**src/rtl/core/c33_pkg.sv**
```systemverilog
// shared types and constants of the 3x3 convolution block
// no dependencies
package c33_pkg;

    localparam int C_TAPS      = 9;
    localparam int C_POS_W     = 12;
    localparam int C_PROD_W    = 32;
    localparam int C_ACC_W     = 40;
    localparam int C_MAX_WIDTH  = 128;
    localparam int C_MAX_HEIGHT = 128;

    typedef enum logic [1:0] {
        OP_WEIGHT = 2'd0,
        OP_BIAS   = 2'd1,
        OP_PIXEL  = 2'd2,
        OP_NONE   = 2'd3
    } t_op;

    typedef enum logic [1:0] {
        CFG_WIDTH    = 2'd0,
        CFG_HEIGHT   = 2'd1,
        CFG_STRIDE   = 2'd2,
        CFG_CHANNELS = 2'd3
    } t_cfg_idx;

    // one window job handed from front to back
    typedef struct packed {
        logic [C_TAPS-1:0][C_PROD_W-1:0] prod;
        logic [C_POS_W-1:0]              ox;
        logic [C_POS_W-1:0]              oy;
        logic [15:0]                     bias;
        logic                            first;
        logic                            emit;
        logic                            last;
    } t_job;

endpackage

```
**src/rtl/core/c33_queue.sv**
```systemverilog
// two-entry job queue between front and back
// depends on c33_pkg
module c33_queue (
    input  logic          i_clk,
    input  logic          i_rst_n,
    input  logic          i_push,
    input  c33_pkg::t_job i_job,
    output logic          o_full,
    input  logic          i_pop,
    output logic          o_empty,
    output c33_pkg::t_job o_job
);
    import c33_pkg::*;

    t_job       r_mem [2];
    logic       r_wp, r_rp;
    logic [1:0] r_cnt;

    assign o_full  = (r_cnt == 2'd2);
    assign o_empty = (r_cnt == 2'd0);
    assign o_job   = r_mem[r_rp];

    // pointers and fill count
    always_ff @(posedge i_clk) begin
        if (!i_rst_n) begin
            r_wp  <= 1'b0;
            r_rp  <= 1'b0;
            r_cnt <= 2'd0;
        end else begin
            if (i_push) r_wp <= !r_wp;
            if (i_pop) r_rp <= !r_rp;
            r_cnt <= r_cnt + 2'(i_push) - 2'(i_pop);
        end
    end

    // storage
    always_ff @(posedge i_clk) begin
        if (i_push) r_mem[r_wp] <= i_job;
    end

    a_no_overflow: assert property (@(posedge i_clk) disable iff (!i_rst_n)
        !(i_push && o_full)) else $error("queue push while full");
    a_no_underflow: assert property (@(posedge i_clk) disable iff (!i_rst_n)
        !(i_pop && o_empty)) else $error("queue pop while empty");
    a_count_range: assert property (@(posedge i_clk) disable iff (!i_rst_n)
        r_cnt != 2'd3) else $error("queue count out of range");

endmodule

```
**config.mk**
```make
export PLATFORM = sky130hd
export DESIGN_NAME = c33_queue
export DESIGN_NICKNAME = d
export VERILOG_FILES = /design/src/rtl/core/c33_pkg.sv /design/src/rtl/core/c33_queue.sv
export SDC_FILE = /design/constraint.sdc
export NUM_CORES = 1
export LEC_CHECK = 0
export BUFFER_PORTS_ARGS = -buffer_cell sky130_fd_sc_hd__buf_2
export CAP_MARGIN = 20
export CORE_AREA = 5 5 256 258
export CTS_CLUSTER_DIAMETER = 30
export DETAILED_ROUTE_END_ITERATION = 10
export DIE_AREA = 0 0 261 263
export GPL_ROUTABILITY_DRIVEN = 0
export GPL_TIMING_DRIVEN = 0
export PLACE_DENSITY = 0.73
export SETUP_SLACK_MARGIN = 0.02
export SLEW_MARGIN = 15
export SYNTH_ARGS = -nofsm -noshare
export SYNTH_HDL_FRONTEND = slang
export SYNTH_SLANG_ARGS = --single-unit
```
**constraint.sdc**
```tcl
create_clock -name i_clk -period 50.2 [get_ports i_clk]
set_input_delay 5.02 -clock i_clk [delete_from_list [all_inputs] [get_ports i_clk]]
set_output_delay 5.02 -clock i_clk [all_outputs]
set_load 0.005 [all_outputs]
```
==> metrics.cfg <==
[cells_and_area]
mostFrequentLayoutCell=buf_2
fin_util=0.550
drive_gt1_frac=0.636
syn_to_final_growth_pct=35.6
final_cell_mix=671 x buf_2, 662 x edfxtp_1, 290 x mux2_4, 118 x clkbuf_16, 41 x mux2_2
fin_nets=2194

[clock_tree]
hold_buffers=0
clock_latency_ps=670
htree_levels=3
numCtsBuffers=118
cts_buffer_depth=3
cts_tree=yes
postCtsSetupBuffers=0
cts.repair.resized=0
cts.sinks=667
ctsRootBufferMaster=clkbuf_16
cts.clk_slew.worst_paths_ps=40

[timing]
rsz0062_at_grt=false
slew_headroom=0.498
setup_viol=0
fin_worst_skew_ps=39.4
hold_violations=0
layout_min_cycle_time_ps=7060
max_slew.worst_pin.slew_ps=752
post-route-period-util=0.141
slew_viol_final=0
tns_ps=0
max_freq_ghz=0.142

[hold_path]
hp-class=reg -> reg

[placed_design]
post-dp-hpwl_mm=43.6
io_buffers=667

[global_route]
gr-total-overflow=0
met1_usage=0.180
met3_usage=0.0675
grt_max_degree=58
grt_pass1_wl_mm=88.4
track_usage=0.171
grt_pass1_vias=14348
antenna_found_initial=25
top_usage_layer=met2
gr-usage-met2=0.303

[logic_synthesis]
synth_cell_types=16
synth_area_leaders=edfxtp_1 78%, mux2_4 17%, mux2_2 1.8%
synth_top_area_cell=edfxtp_1
synth-warning-count=0
syn_inst=1051
ys_ff_latch=667
seq_area_frac_synth=0.785
synth_top_area_share=0.781
netlist_area_um2=25400
avgSynthCellArea_um2=24.2
syn_nets=1388

[drt]
vias_per_cell=4.68
drcViolationCount=0
drt.antenna.violating_nets=0
wl_per_cell_um=21.8
totalWireLength_mm=61.6
drtIter0Drc=849
via_count=13212
drtPass1Iterations=5

[floorplanning]
die_y_um=263
die-area_um2=68600
ios=668
die_w_um=261
coreArea_um2=62700
start_util=0.406
rows=92

[critical_path]
reg2reg_from=r_wp
setup.worst_path.end=o_job[325]
cp_data_arrival_time_ps=2040
crit_type=reg -> out
setup.worst_path.end_class=output port
r2r-end=r_mem[0][132]
reg2reg_depth=7
timing.critical_path.fanout_max=10
startpoint_type=flip-flop
critPathRequiredTime_ps=45180
ff2ff_setup_slack_ps=47550

[power_and_ir_drop]
total_leakage_power_nw=13.7
power_density_nw_per_um2=46.8
ir_drop_mv=0.0518

[run_status]
outcome=complete, no violations

[flow_run]
cap_violations=0

[metal layers]
metal / up-vias / wire, um
met3: 142 / 5870
met2: 572 / 32400
met5: - / 104
met4: 16 / 1910
li1: 5917 / -
met1: 6565 / 21300
[cells in the mapped netlist (all sizes together)]
| library cell | number |
|---|---|
| buf | 37 |
| o21a | 1 |
| nor2 | 1 |
| nor2b | 4 |
| edfxtp | 662 |
| mux2 | 331 |
| and2 | 4 |
| ha | 2 |
| xnor3 | 1 |
| dfxtp | 5 |
| xor2 | 1 |
| inv | 2 |
[cell type report]
cell class / instances / area, um^2
Inverter: 2 / 7.51
Clock inverter: 91 / 1160
Sequential cell: 667 / 20000
Multi-Input combinational cell: 345 / 4940
Tap cell: 846 / 1060
Timing Repair Buffer: 686 / 3760
Buffer: 37 / 522
Clock buffer: 134 / 3010
Fill cell: 4760 / 28200
Antenna cell: 15 / 37.5
[how the worst min path moves through the flow]
stage	from	end	slack (ps)	cells after the start
after floorplan	r_rp	flip-flop	550	2
after global placement	r_rp	r_rp	570	2
after detailed placement	r_rp	flip-flop	580	2
after CTS	r_rp	flip-flop	600	2
after global routing	r_rp	flip-flop	630	2
final	r_rp	flip-flop	600	2
[stage by stage]
| step | power, W | setup slack [ps] | hold slack (ps) | area, um^2 | std cells |
|---|---|---|---|---|---|
| after floorplan | 0.000756 | 29760 | 555 | 25400 | 1051 |
| after global placement | 0.000826 | 21370 | 569 | 29800 | 2564 |
| after detailed placement | 0.000815 | 42650 | 577 | 30300 | 2583 |
| after CTS | 0.00163 | 43040 | 601 | 34500 | 2808 |
| after global routing | 0.00167 | 43030 | 628 | 34500 | 2820 |
| final | 0.00161 | 43140 | 598 | 34500 | 2823 |
[worst max-delay path: stages (launching register included)]
cell     delay [ps]
dfxtp_1         310
buf_6           170
buf_8           220
buf_8           220
mux2_4          310
buf_2           160
[report_power, final]
part           internal, W  switching [W]  total (W)
combinational    0.0000813      0.0000691   0.000150
sequential        0.000646     0.00000752   0.000653
clock             0.000537       0.000274   0.000811
[state kept, by name (all words and copies together), names as in the netlist, named ones only]
| name | count |
|---|---|
| r_mem | 662 |
| r_cnt | 2 |
| r_rp | 1 |
| r_wp | 1 |
[cell families after synthesis]
| family | Yosys count | share of synthesized area |
|---|---|---|
| adders and majority gates | 2 | 0.000983 |
| muxes | 331 | 0.189 |
| xor gates and xnor gates | 2 | 0.00123 |
| buffers and inverters | 39 | 0.0208 |
| AOI/OAI and AO/OA | 1 | 0.000295 |
| DFF | 667 | 0.785 |
| and+or+nand+nor | 9 | 0.00211 |
No activity file was read; power rests on OpenSTA's default activity.
